==> config.mk <==
export PLATFORM = sky130hd
export DESIGN_NAME = fifo_queue_with_search_reverse
export DESIGN_NICKNAME = d
export VERILOG_FILES = /design/src/hw/rtl/fqsr_pkg.sv /design/src/hw/rtl/fifo_queue_with_search_reverse.sv /design/src/hw/rtl/fqsr_ram.sv
export SDC_FILE = /design/constraint.sdc
export NUM_CORES = 1
export LEC_CHECK = 0
export CORE_ASPECT_RATIO = 2
export CORE_MARGIN = 3
export CORE_UTILIZATION = 35
export CTS_CLUSTER_SIZE = 12
export DETAILED_ROUTE_END_ITERATION = 10
export DONT_BUFFER_PORTS = 1
export GPL_TIMING_DRIVEN = 1
export SYNTH_ARGS = -nofsm -noshare
export SYNTH_HDL_FRONTEND = slang
export SYNTH_SLANG_ARGS = --single-unit
==> constraint.sdc <==
create_clock -name clock -period 3.74 [get_ports clock]
set_input_delay 0.374 -clock clock [delete_from_list [all_inputs] [get_ports clock]]
set_output_delay 0.374 -clock clock [all_outputs]
set_load 0.05 [all_outputs]
==> src/hw/rtl/fqsr_pkg.sv <==
`timescale 1ns / 1ps
// ----------------------------------------------------------------------------
// fqsr_pkg
// Request codes, status codes and controller state type of the search queue.
// ----------------------------------------------------------------------------
package fqsr_pkg;

   localparam logic [2:0] REQ_ENQUEUE  = 3'd0;
   localparam logic [2:0] REQ_DEQUEUE  = 3'd1;
   localparam logic [2:0] REQ_CONTAINS = 3'd2;
   localparam logic [2:0] REQ_REVERSE  = 3'd3;
   localparam logic [2:0] REQ_CLEAR    = 3'd4;

   localparam logic [1:0] STATUS_OK    = 2'd0;
   localparam logic [1:0] STATUS_EMPTY = 2'd1;
   localparam logic [1:0] STATUS_FULL  = 2'd2;

   typedef enum logic [2:0] {
      ST_IDLE   = 3'b001,
      ST_FIX    = 3'b010,
      ST_SEARCH = 3'b100
   } state_type;

endpackage

==> src/hw/rtl/fifo_queue_with_search_reverse.sv <==
`timescale 1ns / 1ps
// ----------------------------------------------------------------------------
// fifo_queue_with_search_reverse
// Bounded ring queue with enqueue, dequeue, contains search, reverse and
// clear; one result word per request word.
//
// channel   ports                        handshake
// request   req_type, req_data_value     taken when start is high, busy low
// response  rsp_*                        one cycle, marked by rsp_strobe
//
// Enqueue, reverse, clear, unused codes, a search of an empty queue and
// dequeue that empties or fails answer in the cycle after acceptance; busy
// stays low, so a word per cycle.
// Dequeue that leaves one or more entries answers from ST_FIX: the new front
// is fetched from the entry RAM read port, with busy high for one cycle.
// A contains search walks the entries through the RAM read port, one per
// cycle, with busy high until a match or the last entry has been compared.
// Reset is synchronous; the entry RAM needs no clearing pass. The receiver
// cannot stall the response.
// ----------------------------------------------------------------------------
module fifo_queue_with_search_reverse
   import fqsr_pkg::*;
#(
   parameter  int DEPTH      = 16,
   parameter  int DATA_WIDTH = 32,
   localparam int PTR_W      = (DEPTH > 1) ? $clog2(DEPTH) : 1,
   localparam int CNT_W      = $clog2(DEPTH + 1)
) (
   input  logic                  clock,
   input  logic                  reset,
   input  logic                  start,
   output logic                  busy,
   input  logic [2:0]            req_type,
   input  logic [DATA_WIDTH-1:0] req_data_value,
   output logic                  rsp_strobe,
   output logic [DATA_WIDTH-1:0] rsp_data_out,
   output logic [DATA_WIDTH-1:0] rsp_front_value,
   output logic [DATA_WIDTH-1:0] rsp_back_value,
   output logic [CNT_W-1:0]      rsp_length,
   output logic                  rsp_is_empty,
   output logic                  rsp_found,
   output logic [1:0]            rsp_status
);

   localparam logic [PTR_W:0]   DEPTH_R = (PTR_W + 1)'(DEPTH);
   localparam logic [CNT_W-1:0] DEPTH_C = CNT_W'(DEPTH);

   state_type             state_ff, state_in;
   logic [PTR_W-1:0]      front_ptr_ff, front_ptr_in;
   logic [CNT_W-1:0]      count_ff, count_in;
   logic                  rev_ff, rev_in;
   logic [CNT_W-1:0]      idx_ff, idx_in;
   logic                  rd_valid_ff, rd_valid_in;
   logic                  strobe_ff, strobe_in;
   logic [DATA_WIDTH-1:0] front_ff, front_in;
   logic [DATA_WIDTH-1:0] back_ff, back_in;
   logic [DATA_WIDTH-1:0] key_ff, key_in;
   logic [DATA_WIDTH-1:0] data_out_ff, data_out_in;
   logic                  found_ff, found_in;
   logic [1:0]            status_ff, status_in;

   logic                  wr_en;
   logic [PTR_W-1:0]      wr_addr;
   logic [PTR_W-1:0]      rd_addr;
   logic [DATA_WIDTH-1:0] rd_data;
   logic [CNT_W-1:0]      count_m1;
   logic [PTR_W-1:0]      slot_tail;
   logic [PTR_W-1:0]      slot_next;
   logic [PTR_W-1:0]      slot_last;
   logic [PTR_W-1:0]      slot_idx;
   logic                  issue;

   function automatic logic [PTR_W-1:0] ring_slot(input logic [PTR_W-1:0] base,
                                                   input logic [PTR_W-1:0] off,
                                                   input logic             rev);
      logic [PTR_W:0] sum;
      if (!rev) begin
         sum = {1'b0, base} + {1'b0, off};
         if (sum >= DEPTH_R) begin
            sum = sum - DEPTH_R;
         end
      end else if (base >= off) begin
         sum = {1'b0, base} - {1'b0, off};
      end else begin
         sum = {1'b0, base} + DEPTH_R - {1'b0, off};
      end
      return sum[PTR_W-1:0];
   endfunction

   assign count_m1  = count_ff - 1'b1;
   assign slot_tail = ring_slot(front_ptr_ff, count_ff[PTR_W-1:0], rev_ff);
   assign slot_next = ring_slot(front_ptr_ff, PTR_W'(1), rev_ff);
   assign slot_last = ring_slot(front_ptr_ff, count_m1[PTR_W-1:0], rev_ff);
   assign slot_idx  = ring_slot(front_ptr_ff, idx_ff[PTR_W-1:0], rev_ff);
   assign issue     = (idx_ff != count_ff);

   assign wr_addr = slot_tail;
   assign rd_addr = (state_ff == ST_SEARCH) ? slot_idx : slot_next;

   fqsr_ram #(
      .WIDTH (DATA_WIDTH),
      .DEPTH (DEPTH),
      .ADDR_W(PTR_W)
   ) u_entry_ram (
      .clock  (clock),
      .wr_en  (wr_en),
      .wr_addr(wr_addr),
      .wr_data(req_data_value),
      .rd_addr(rd_addr),
      .rd_data(rd_data)
   );

   always_comb begin
      state_in     = state_ff;
      front_ptr_in = front_ptr_ff;
      count_in     = count_ff;
      rev_in       = rev_ff;
      idx_in       = idx_ff;
      rd_valid_in  = rd_valid_ff;
      strobe_in    = 1'b0;
      front_in     = front_ff;
      back_in      = back_ff;
      key_in       = key_ff;
      data_out_in  = data_out_ff;
      found_in     = found_ff;
      status_in    = status_ff;
      wr_en        = 1'b0;
      case (state_ff)
         ST_IDLE: begin
            if (start) begin
               strobe_in   = 1'b1;
               data_out_in = '0;
               found_in    = 1'b0;
               status_in   = STATUS_OK;
               case (req_type)
                  REQ_ENQUEUE: begin
                     if (count_ff >= DEPTH_C) begin
                        status_in = STATUS_FULL;
                     end else begin
                        wr_en    = 1'b1;
                        back_in  = req_data_value;
                        count_in = count_ff + 1'b1;
                        if (count_ff == '0) begin
                           front_in = req_data_value;
                        end
                     end
                  end
                  REQ_DEQUEUE: begin
                     if (count_ff == '0) begin
                        status_in = STATUS_EMPTY;
                     end else begin
                        data_out_in  = front_ff;
                        front_ptr_in = slot_next;
                        count_in     = count_m1;
                        if (count_ff > CNT_W'(1)) begin
                           state_in  = ST_FIX;
                           strobe_in = 1'b0;
                        end
                     end
                  end
                  REQ_CONTAINS: begin
                     if (count_ff != '0) begin
                        state_in    = ST_SEARCH;
                        strobe_in   = 1'b0;
                        idx_in      = '0;
                        rd_valid_in = 1'b0;
                        key_in      = req_data_value;
                     end
                  end
                  REQ_REVERSE: begin
                     rev_in = !rev_ff;
                     if (count_ff != '0) begin
                        front_ptr_in = slot_last;
                        front_in     = back_ff;
                        back_in      = front_ff;
                     end
                  end
                  REQ_CLEAR: begin
                     count_in     = '0;
                     front_ptr_in = '0;
                     rev_in       = 1'b0;
                  end
                  default: begin
                  end
               endcase
            end
         end
         ST_FIX: begin
            front_in  = rd_data;
            strobe_in = 1'b1;
            state_in  = ST_IDLE;
         end
         ST_SEARCH: begin
            if (rd_valid_ff && (rd_data == key_ff)) begin
               found_in    = 1'b1;
               strobe_in   = 1'b1;
               rd_valid_in = 1'b0;
               state_in    = ST_IDLE;
            end else if (!issue && !rd_valid_ff) begin
               strobe_in = 1'b1;
               state_in  = ST_IDLE;
            end else begin
               rd_valid_in = issue;
               if (issue) begin
                  idx_in = idx_ff + 1'b1;
               end
            end
         end
         default: begin
            state_in = ST_IDLE;
         end
      endcase
   end

   always_ff @(posedge clock) begin
      if (reset) begin
         state_ff     <= ST_IDLE;
         front_ptr_ff <= '0;
         count_ff     <= '0;
         rev_ff       <= 1'b0;
         idx_ff       <= '0;
         rd_valid_ff  <= 1'b0;
         strobe_ff    <= 1'b0;
      end else begin
         state_ff     <= state_in;
         front_ptr_ff <= front_ptr_in;
         count_ff     <= count_in;
         rev_ff       <= rev_in;
         idx_ff       <= idx_in;
         rd_valid_ff  <= rd_valid_in;
         strobe_ff    <= strobe_in;
      end
   end

   always_ff @(posedge clock) begin
      front_ff    <= front_in;
      back_ff     <= back_in;
      key_ff      <= key_in;
      data_out_ff <= data_out_in;
      found_ff    <= found_in;
      status_ff   <= status_in;
   end

   assign busy            = (state_ff != ST_IDLE);
   assign rsp_strobe      = strobe_ff;
   assign rsp_data_out    = data_out_ff;
   assign rsp_is_empty    = (count_ff == '0);
   assign rsp_front_value = rsp_is_empty ? '0 : front_ff;
   assign rsp_back_value  = rsp_is_empty ? '0 : back_ff;
   assign rsp_length      = count_ff;
   assign rsp_found       = found_ff;
   assign rsp_status      = status_ff;

endmodule

==> src/hw/rtl/fqsr_ram.sv <==
`timescale 1ns / 1ps
// ----------------------------------------------------------------------------
// fqsr_ram
// Generic single-write, single-read RAM with a registered read port.
// ----------------------------------------------------------------------------
module fqsr_ram #(
   parameter int WIDTH  = 32,
   parameter int DEPTH  = 16,
   parameter int ADDR_W = (DEPTH > 1) ? $clog2(DEPTH) : 1
) (
   input  logic              clock,
   input  logic              wr_en,
   input  logic [ADDR_W-1:0] wr_addr,
   input  logic [WIDTH-1:0]  wr_data,
   input  logic [ADDR_W-1:0] rd_addr,
   output logic [WIDTH-1:0]  rd_data
);

   logic [WIDTH-1:0] mem [DEPTH];
   logic [WIDTH-1:0] rd_data_ff;

   always_ff @(posedge clock) begin
      if (wr_en) begin
         mem[wr_addr] <= wr_data;
      end
      rd_data_ff <= mem[rd_addr];
   end

   assign rd_data = rd_data_ff;

endmodule

==> summary.md, run 1 <==
| Metric | Value |
|---|---|
| Arrival time worst endpoint | 3.91 ns |
| Number of resized instances in the post-cts repair step | 0 |
| Max rail drop VDD | 0.000284 V |
| Final ANT Viol Nets | 0 |
| Most used flip-flop cell after synthesis | sky130_fd_sc_hd__edfxtp_1 |
| TritonCTS clock tree | yes |
| HP Class | input pin to flip-flop |
| Unrepaired setup endpoints after global routing | false |
| Via count | 15749 |
| F_max | 0.290 GHz |
| Commonest cells after routing, fill and taps aside | sky130_fd_sc_hd__edfxtp_1, sky130_fd_sc_hd__mux2i_1, sky130_fd_sc_hd__nand2_1 |
| Max H-tree Level | 3 |
| P&R area growth vs syn | 15.5% |
| Most common cell after layout, fill and taps aside | sky130_fd_sc_hd__edfxtp_1 |
| Startpoint kind of the worst setup timing path | flip-flop |
| Portion of total power attributed to sequential cells | 52.2% |
| Vert. Die Dim | 414 µm |
| Crit. End Element | flip-flop |
| Final critical delay including setup and external delays | 3.45 ns |
| Critical-path top delay cell | sky130_fd_sc_hd__fa_1 |
| Leakage component of the power | 0.0142 µW |
| Number of global-route vias before repair | 16503 |
| Cell Chain, Critical Path | inv_1 > ha_1 > mux2_2 > fa_1 > inv_1 > mux2i_4 > buf_12 > buf_12 > mux2i_1 > mux2i_1 > mux2i_1 > mux2i_1 |
| Post-CTS setup buffer count | 0 |
| Rows | 149 |
| Total Die Area | 87100 µm² |
| Horizontal die dimension | 210 µm |
| Largest fanout on the critical path | 32 |
| Placeable Area | 82600 µm² |
| Clk_skew | 0.0219 ns |
| Pins Over Slew Limit | 0 |
| Status | completed |
| Total Power Consumption | 16900 µW |
| Tcrit/Tclk final | 92.2% |
| Clock latency of the later-clocked register in the worst-skew pair | 0.61 ns |
| Clock Tree Buf Depth | 3 |
| Root buffer selected by CTS | sky130_fd_sc_hd__clkbuf_16 |
| Fraction of synthesis flops using an asynchronous set or reset pin | 0% |
| Via-to-Cell Ratio | 5.06 |
| Max-Cap Viols | 0 |
| Antenna violations before repair | 8 |
| Num CTS Buffers | 68 |
| Mapped Nets | 1911 |
| Maximum cell stage delay along the critical path | 0.49 ns |
| CTS sink cnt | 695 |
| DRC viols | 0 |
| Total length of routed wires | 70700 µm |
| Fraction of the yosys area taken by sequential cells | 69.7% |
| Cell taking the most area after synthesis | sky130_fd_sc_hd__edfxtp_1 |
| Share of total power consumed by net switching | 23.9% |
| Register bit total from synthesis | 695 |
| PortBufs | 0 |
| Area share of the leading cell type in the synthesized netlist | 66.2% |
| Avg Cell Area, Syn | 15.8 µm² |
| Number of distinct library cells after synthesis | 55 |
| Final sum of negative setup slack | 0 ns |
| Number of setup violations in the final report | 0 |
| Initial detailed-routing violation count | 953 |
| Wire length of the first global-routing pass | 105000 µm |
| Ratio of cells with drive above 1 in the final layout | 12.0% |
| Total congestion overflow after global routing | 0 |
| Total routing resource utilization after global routing | 16.0% |
| Initial Util | 35.3% |
| Most repeated library cell on the critical path | sky130_fd_sc_hd__mux2i_1 |
| Final weighted congestion of routability-driven global placement | 0.917 |
| Boundary pin count | 145 |
| Category of the most critical setup path | flip-flop to flip-flop |
| Portion of total power attributed to the clock network | 37.7% |
| Clock transition at the register clock pins on the worst setup and hold paths after CTS | 0.07 ns |
| Slew margin rel. | 39.7% |
| Post-synthesis cell count | 1853 |
| Yosys warnings | 0 |
| Number of nets in the layout | 2057 |
| Maximum number of pins on one net before global-route repair | 81 |
| Final Hold Violating Endpoints | 0 |
| Power share of the combinational group | 10.0% |
| Number of hold buffers added after cts | 37 |
| Required time worst endpoint | 4.20 ns |
| Count of flip-flops with a built-in enable after synthesis | 643 |
| Wire per inst | 22.7 µm |
| Area of the mapped netlist | 29200 µm² |
| Internal power contribution | 12900 µW |
| Pre-antenna DRT Iters | 5 |
| Transition time at the pin with the least slew margin | 0.901 ns |
| Main area contributors after synthesis | sky130_fd_sc_hd__edfxtp_1, sky130_fd_sc_hd__mux2i_1, sky130_fd_sc_hd__dfxtp_1, sky130_fd_sc_hd__nand2_1, sky130_fd_sc_hd__nor2b_1 |
| Half-perimeter wire length of the detailed placement result | 44800 µm |
| Sw power | 4030 µW |
| Cell area power density | 501 nW/µm² |
-- final timing paths --
kind,cells past startpoint,endpoint,slack [ns],from
max,12,u_entry_ram.rd_data[15],0.29,idx_ff[0]
min,2,state_ff[1],0.05,req_type[2]
max reg2reg,12,u_entry_ram.rd_data[15],0.29,idx_ff[0]
min reg2reg,2,idx_ff[4],0.51,idx_ff[4]
-- registers in the layout (all words and copies together) (netlist names) --
| name | cells |
|---|---|
| u_entry_ram.mem | 512 |
| back_ff | 32 |
| front_ff | 32 |
| key_ff | 32 |
| rsp_data_out | 32 |
| u_entry_ram.rd_data | 32 |
| idx_ff | 5 |
| rsp_length | 5 |
| front_ptr_ff | 4 |
| state_ff | 3 |
| rsp_status | 2 |
| rd_valid_ff | 1 |
| rev_ff | 1 |
| rsp_found | 1 |
| rsp_strobe | 1 |
-- layout make-up --
| type | count | area [µm²] |
|---|---|---|
| fill | 7446 | 48900 |
| sequential | 695 | 20300 |
| multi-input combinational | 1042 | 8330 |
| clock buffer | 114 | 1950 |
| timing repair buffer | 171 | 1610 |
| tap | 1057 | 1320 |
| inverter | 21 | 78.8 |
| clock inverter | 5 | 61.3 |
| antenna | 6 | 15.0 |
-- stage by stage --
step	setup slack [ns]	hold WS (ns)	cells	area (µm²)	util (%)
2_1_floorplan	-0.197	0.462	1853	29200	-
6_report	0.292	0.0482	3111	33700	40.8
3_3_place_gp	0.277	0.454	2949	31300	37.9
3_5_place_dp	0.252	0.457	2949	31300	37.9
5_1_grt	0.0384	0.0398	3105	33700	40.8
4_1_cts	0.224	0.0162	3105	33700	40.8
-- routing by layer --
metal,part of all wire (%),global-route usage (%)
met4,4.7,7.92
met1,37,17.3
met2,54,30.1
met5,0.018,0
met3,4.0,2.34
-- power groups by stage --
stage	sequential [µW]	clock [µW]	combinational, µW
floorplan	8920	0	1180
CTS	8820	6510	1710
detailed placement	8980	0	1580
finish	8820	6360	1700
global placement	8980	0	1550
global route	8820	6780	1820
-- synthesized netlist by cell type (all sizes together) (14+ instances only) --
master,count
edfxtp,643
mux2i,482
nand2,149
nor2b,67
buf,61
a21oi,53
dfxtp,52
nor2,51
xor2,40
a21o,35
clkbuf,34
and3,33
inv,20
ha,16
xnor2,15
o21ai,14
-- cells by family (layout without fill, tap and decap cells) --
| kind of cell | count (synthesis) | after routing | share of synthesized area, % |
|---|---|---|---|
| other | 0 | 6 | 0 |
| adder cells (fa/ha/maj) | 20 | 20 | 0.960 |
| buffers and inverters | 116 | 311 | 2.33 |
| XOR/XNOR | 55 | 55 | 1.65 |
| multiplexers | 484 | 484 | 16.7 |
| flip-flops | 695 | 695 | 69.7 |
| AO/OA/AOI/OAI | 129 | 129 | 2.81 |
| AND/OR/NAND/NOR | 354 | 354 | 5.87 |
-- worst max-delay path, delay by kind of cell, from the launching register on --
family,cells,cell delay (ns)
muxes,6,1.32
adders and majority gates,2,0.80
DFF,1,0.44
buffers and inverters,4,0.70
No activity file was read; power rests on OpenSTA's default activity.
==> inputs of run 2 (changes only) <==
--- a/config.mk
+++ b/config.mk
@@ -5,6 +5,9 @@
 export SDC_FILE = /design/constraint.sdc
 export NUM_CORES = 1
 export LEC_CHECK = 0
+export ABC_AREA = 1
+export CELL_PAD_IN_SITES_DETAIL_PLACEMENT = 1
+export CELL_PAD_IN_SITES_GLOBAL_PLACEMENT = 1
 export CORE_ASPECT_RATIO = 2
 export CORE_MARGIN = 3
 export CORE_UTILIZATION = 35
@@ -12,6 +15,7 @@
 export DETAILED_ROUTE_END_ITERATION = 10
 export DONT_BUFFER_PORTS = 1
 export GPL_TIMING_DRIVEN = 1
+export PLACE_DENSITY_LB_ADDON = 0.1
 export SYNTH_ARGS = -nofsm -noshare
 export SYNTH_HDL_FRONTEND = slang
 export SYNTH_SLANG_ARGS = --single-unit
==> run 2 against run 1 <==
Compared with the run above:
- design area down 2.1%
- cell count up 15%
- maximum frequency down 0.15%
- area after synthesis down 1.2%
- critical path depth up 2
- power up 13%
- worst setup slack worse by 0.0050 ns
- non-clock buffer count down 62
- first-iteration DRC count up 16%
- register-to-register slack about the same
- via count up 19%
- critical path type unchanged
- largest cell class unchanged
==> summary.md, run 2 <==
| Metric | Value |
|---|---|
| Number of distinct library cells after synthesis | 43 (-22%) |
| Worst Hold Path Cells | 2 (unchanged) |
| Maximum number of pins on one net before global-route repair | 71 (-12%) |
| Unrepaired setup endpoints after global routing | false |
| Number of global-route vias before repair | 20171 (+22%) |
| Yosys warnings | 0 (unchanged) |
| Critical path buffers and inverters | 4 (unchanged) |
| Transition time at the pin with the least slew margin | 0.987 ns (+0.0861 ns) |
| Number of nets in the layout | 2539 (+23%) |
| Root buffer selected by CTS | sky130_fd_sc_hd__clkbuf_16 |
| Commonest cells after routing, fill and taps aside | sky130_fd_sc_hd__edfxtp_1, sky130_fd_sc_hd__nand2_1, sky130_fd_sc_hd__nor2_1 |
| Category of the most critical setup path | flip-flop to flip-flop |
| Vert. Die Dim | 412 µm (-0.60%) |
| Fraction of the yosys area taken by sequential cells | 70.6% (+0.85 points) |
| R2R depth | 14 (+2) |
| Max rail drop VDD | 0.000316 V (+11%) |
| Total congestion overflow after global routing | 0 (unchanged) |
| Max H-tree Level | 3 (unchanged) |
| Cell taking the most area after synthesis | sky130_fd_sc_hd__edfxtp_1 |
| Cell Chain, Critical Path | inv_1 > ha_1 > nor2_1 > a21oi_1 > inv_1 > ha_1 > nand2_1 > nor2_1 > a211oi_1 > xor2_1 > inv_1 > nand2_1 > nor2_4 > buf_4 |
| Count of fill cells added during filler insertion | 8570 (+15%) |
| Boundary pin count | 145 (unchanged) |
| Top cell family by delay on the critical path | simple AND/OR/NAND/NOR gates |
| DRC viols | 0 (unchanged) |
| Hold slack final | 0.0556 ns (+0.00733 ns) |
| Avg Cell Area, Syn | 11.8 µm² (-25%) |
| Maximum cell stage delay along the critical path | 0.61 ns (+0.12 ns) |
| Largest fanout on the critical path | 15 (-53%) |
| Register bit total from synthesis | 695 (unchanged) |
| F_max | 0.290 GHz (-0.15%) |
| Horizontal die dimension | 209 µm (-0.59%) |
| Sequential cell area in the final layout | 20300 µm² (unchanged) |
| Non-filler instance count after layout | 3582 (+15%) |
| Number of setup violations in the final report | 0 (unchanged) |
| Biggest register | u_entry_ram.mem |
| Clock transition at the register clock pins on the worst setup and hold paths after CTS | 0.07 ns (about the same) |
| Final critical delay including setup and external delays | 3.45 ns (+0.00500 ns) |
| Tcrit/Tclk final | 92.3% (+0.13 points) |
| PortBufs | 0 (unchanged) |
| Final weighted congestion of routability-driven global placement | 0.795 (-13%) |
| Fraction of synthesis flops using an asynchronous set or reset pin | 0% (unchanged) |
| Total Die Area | 86100 µm² (-1.2%) |
| Footprint of the multi-input gates | 7190 µm² (-14%) |
| Rows | 148 (-0.67%) |
| Via count | 18793 (+19%) |
| Via-to-Cell Ratio | 5.25 (+3.6%) |
| Leakage component of the power | 0.0118 µW (-17%) |
| Total length of routed wires | 88200 µm (+25%) |
| Clock latency of the later-clocked register in the worst-skew pair | 0.64 ns (+0.03 ns) |
| Clock Tree Buf Depth | 3 (unchanged) |
| P&R area growth vs syn | 14.5% |
| Initial Util | 35.4% (+0.050 points) |
| Logic depth of the worst path, buffers included | 14 (+2) |
| Cell area power density | 576 nW/µm² (+15%) |
| End-of-flow core utilization | 40.5% (-0.32 points) |
| Placeable Area | 81500 µm² (-1.3%) |
| Half-perimeter wire length of the detailed placement result | 54600 µm (+22%) |
| Area share of the leading cell type in the synthesized netlist | 67.0% (+0.81 points) |
| Arrival time worst endpoint | 3.79 ns (-0.12 ns) |
| Post-synthesis cell count | 2436 (+31%) |
| Clk_skew | 0.0189 ns (-0.00307 ns) |
| Status | completed |
| Count of flip-flops with a built-in enable after synthesis | 643 (unchanged) |
| HP Class | input pin to flip-flop |
| Worst path setup slack after routing | 0.287 ns (-0.00500 ns) |
| TritonCTS clock tree | yes |
| Num CTS Buffers | 69 (+1.5%) |
| CTS sink cnt | 695 (unchanged) |
| Initial detailed-routing violation count | 1104 (+16%) |
| Critical-path top delay cell | sky130_fd_sc_hd__nor2_4 |
| Final ANT Viol Nets | 0 (unchanged) |
| Total routing resource utilization after global routing | 20.4% (+4.4 points) |
| Max FFs per register | 512 (unchanged) |
| Mapped Nets | 2494 (+31%) |
| Required time worst endpoint | 4.08 ns (-0.12 ns) |
| Crit. End Element | flip-flop |
| Most common cell after layout, fill and taps aside | sky130_fd_sc_hd__edfxtp_1 |
| Most frequent cell after synthesis | sky130_fd_sc_hd__edfxtp_1 |
| Most repeated library cell on the critical path | sky130_fd_sc_hd__inv_1 |
| Area of the mapped netlist | 28800 µm² (-1.2%) |
| Total placed cells including tap cells | 3426 (+16%) |
| Antenna violations before repair | 5 (-3) |
| Ratio of cells with drive above 1 in the final layout | 8.89% (-3.1 points) |
| Wire per inst | 24.6 µm (+8.3%) |
| Main area contributors after synthesis | sky130_fd_sc_hd__edfxtp_1, sky130_fd_sc_hd__nand2_1, sky130_fd_sc_hd__nor2_1, sky130_fd_sc_hd__o21ai_0, sky130_fd_sc_hd__dfxtp_1 |
| Most frequent cells after synthesis | sky130_fd_sc_hd__edfxtp_1, sky130_fd_sc_hd__nand2_1, sky130_fd_sc_hd__nor2_1 |
| Slew margin rel. | 34.0% (-5.8 points) |
| Max-Cap Viols | 0 (unchanged) |
| Most used flip-flop cell after synthesis | sky130_fd_sc_hd__edfxtp_1 |
| Pins Over Slew Limit | 0 (unchanged) |
| Worst slack after detailed placement | 0.333 ns (+0.0810 ns) |
| Final Hold Violating Endpoints | 0 (unchanged) |
| Pre-antenna DRT Iters | 4 (-1) |
| Startpoint kind of the worst setup timing path | flip-flop |
| Wire length of the first global-routing pass | 131000 µm (+26%) |
## run 2: changes by cell type in the layout (fill, tap and decap cells not counted), moves of 46 or more
| cell | delta |
|---|---|
| sky130_fd_sc_hd__nor2b_1 | -67 |
| sky130_fd_sc_hd__inv_1 | +184 |
| sky130_fd_sc_hd__o22ai_1 | +46 |
| sky130_fd_sc_hd__o21ai_0 | +225 |
| sky130_fd_sc_hd__o21ai_1 | +75 |
| sky130_fd_sc_hd__nand2_1 | +213 |
| sky130_fd_sc_hd__buf_4 | -70 |
| sky130_fd_sc_hd__mux2i_1 | -481 |
| sky130_fd_sc_hd__nor2_1 | +303 |
| sky130_fd_sc_hd__o211ai_1 | +87 |
## run 2: power breakdown
part / total, µW / internal, µW / switching, µW
registers: 9260 / 8810 / 449
logic: 3120 / 838 / 2280
clock network: 6640 / 3680 / 2960
total: 19000 / 13300 / 5690
## run 2: worst register-to-register path, stage by stage (launching register included)
cell	delay, ns
sky130_fd_sc_hd__dfxtp_1	0.33
sky130_fd_sc_hd__inv_1	0.06
sky130_fd_sc_hd__ha_1	0.37
sky130_fd_sc_hd__nor2_1	0.06
sky130_fd_sc_hd__a21oi_1	0.24
sky130_fd_sc_hd__inv_1	0.08
sky130_fd_sc_hd__ha_1	0.28
sky130_fd_sc_hd__nand2_1	0.07
sky130_fd_sc_hd__nor2_1	0.05
sky130_fd_sc_hd__a211oi_1	0.26
sky130_fd_sc_hd__xor2_1	0.22
sky130_fd_sc_hd__inv_1	0.13
sky130_fd_sc_hd__nand2_1	0.11
sky130_fd_sc_hd__nor2_4	0.61
sky130_fd_sc_hd__buf_4	0.29
## run 2: what timing repair did
| item | CTS | global route |
|---|---|---|
| hold endpoints to repair | 596 | 0 |
| hold buffers | 34 | 0 |
| resized for setup | 0 | 0 |
| setup buffers | 0 | 0 |
## run 2: cell families (layout without fill, tap and decap cells)
| group | after synthesis | in the layout | synth area share (%) |
|---|---|---|---|
| buf+inv | 347 | 442 | 5.11 |
| simple gates | 783 | 783 | 10.7 |
| xor+xnor | 26 | 26 | 0.790 |
| compound gates | 565 | 565 | 11.9 |
| fa+ha+maj | 20 | 20 | 0.972 |
| other cells | 0 | 1 | 0 |
| flops | 695 | 695 | 70.6 |
## run 2: worst paths after layout
path,start,slack (ns),to
hold / removal,req_data_value[0],0.06,back_ff[0]
setup reg to reg,rsp_length[1],0.29,u_entry_ram.mem[8][18]
hold reg to reg,idx_ff[4],0.52,idx_ff[4]
setup / recovery,rsp_length[1],0.29,u_entry_ram.mem[8][18]
## run 2: through the flow
step | instance area (µm²) | total power [µW] | setup TNS (ns)
3_5_place_dp | 30600 | 12500 | 0
5_1_grt | 33000 | 19900 | 0
4_1_cts | 33000 | 19300 | 0
2_1_floorplan | 28900 | 11300 | -69.89
6_report | 33000 | 19000 | 0
3_3_place_gp | 30600 | 12400 | 0
## run 2: final cells by class
class	instances	share of cell area (%)
clock inverter	6	0.159
tap	1050	3.98
sequential	695	61.7
antenna	1	0.00758
inverter	212	2.43
clock buffer	115	6.10
multi-input combinational	1394	21.8
timing repair buffer	109	3.87
## run 2: metal layers
layer	GRT usage, %	part of all wire, %	vias up
met3	2.81	3.5	135
met5	0	0.061	-
li1	-	-	8687
met1	23.6	40	9574
met4	6.91	2.8	8
met2	38.3	54	389
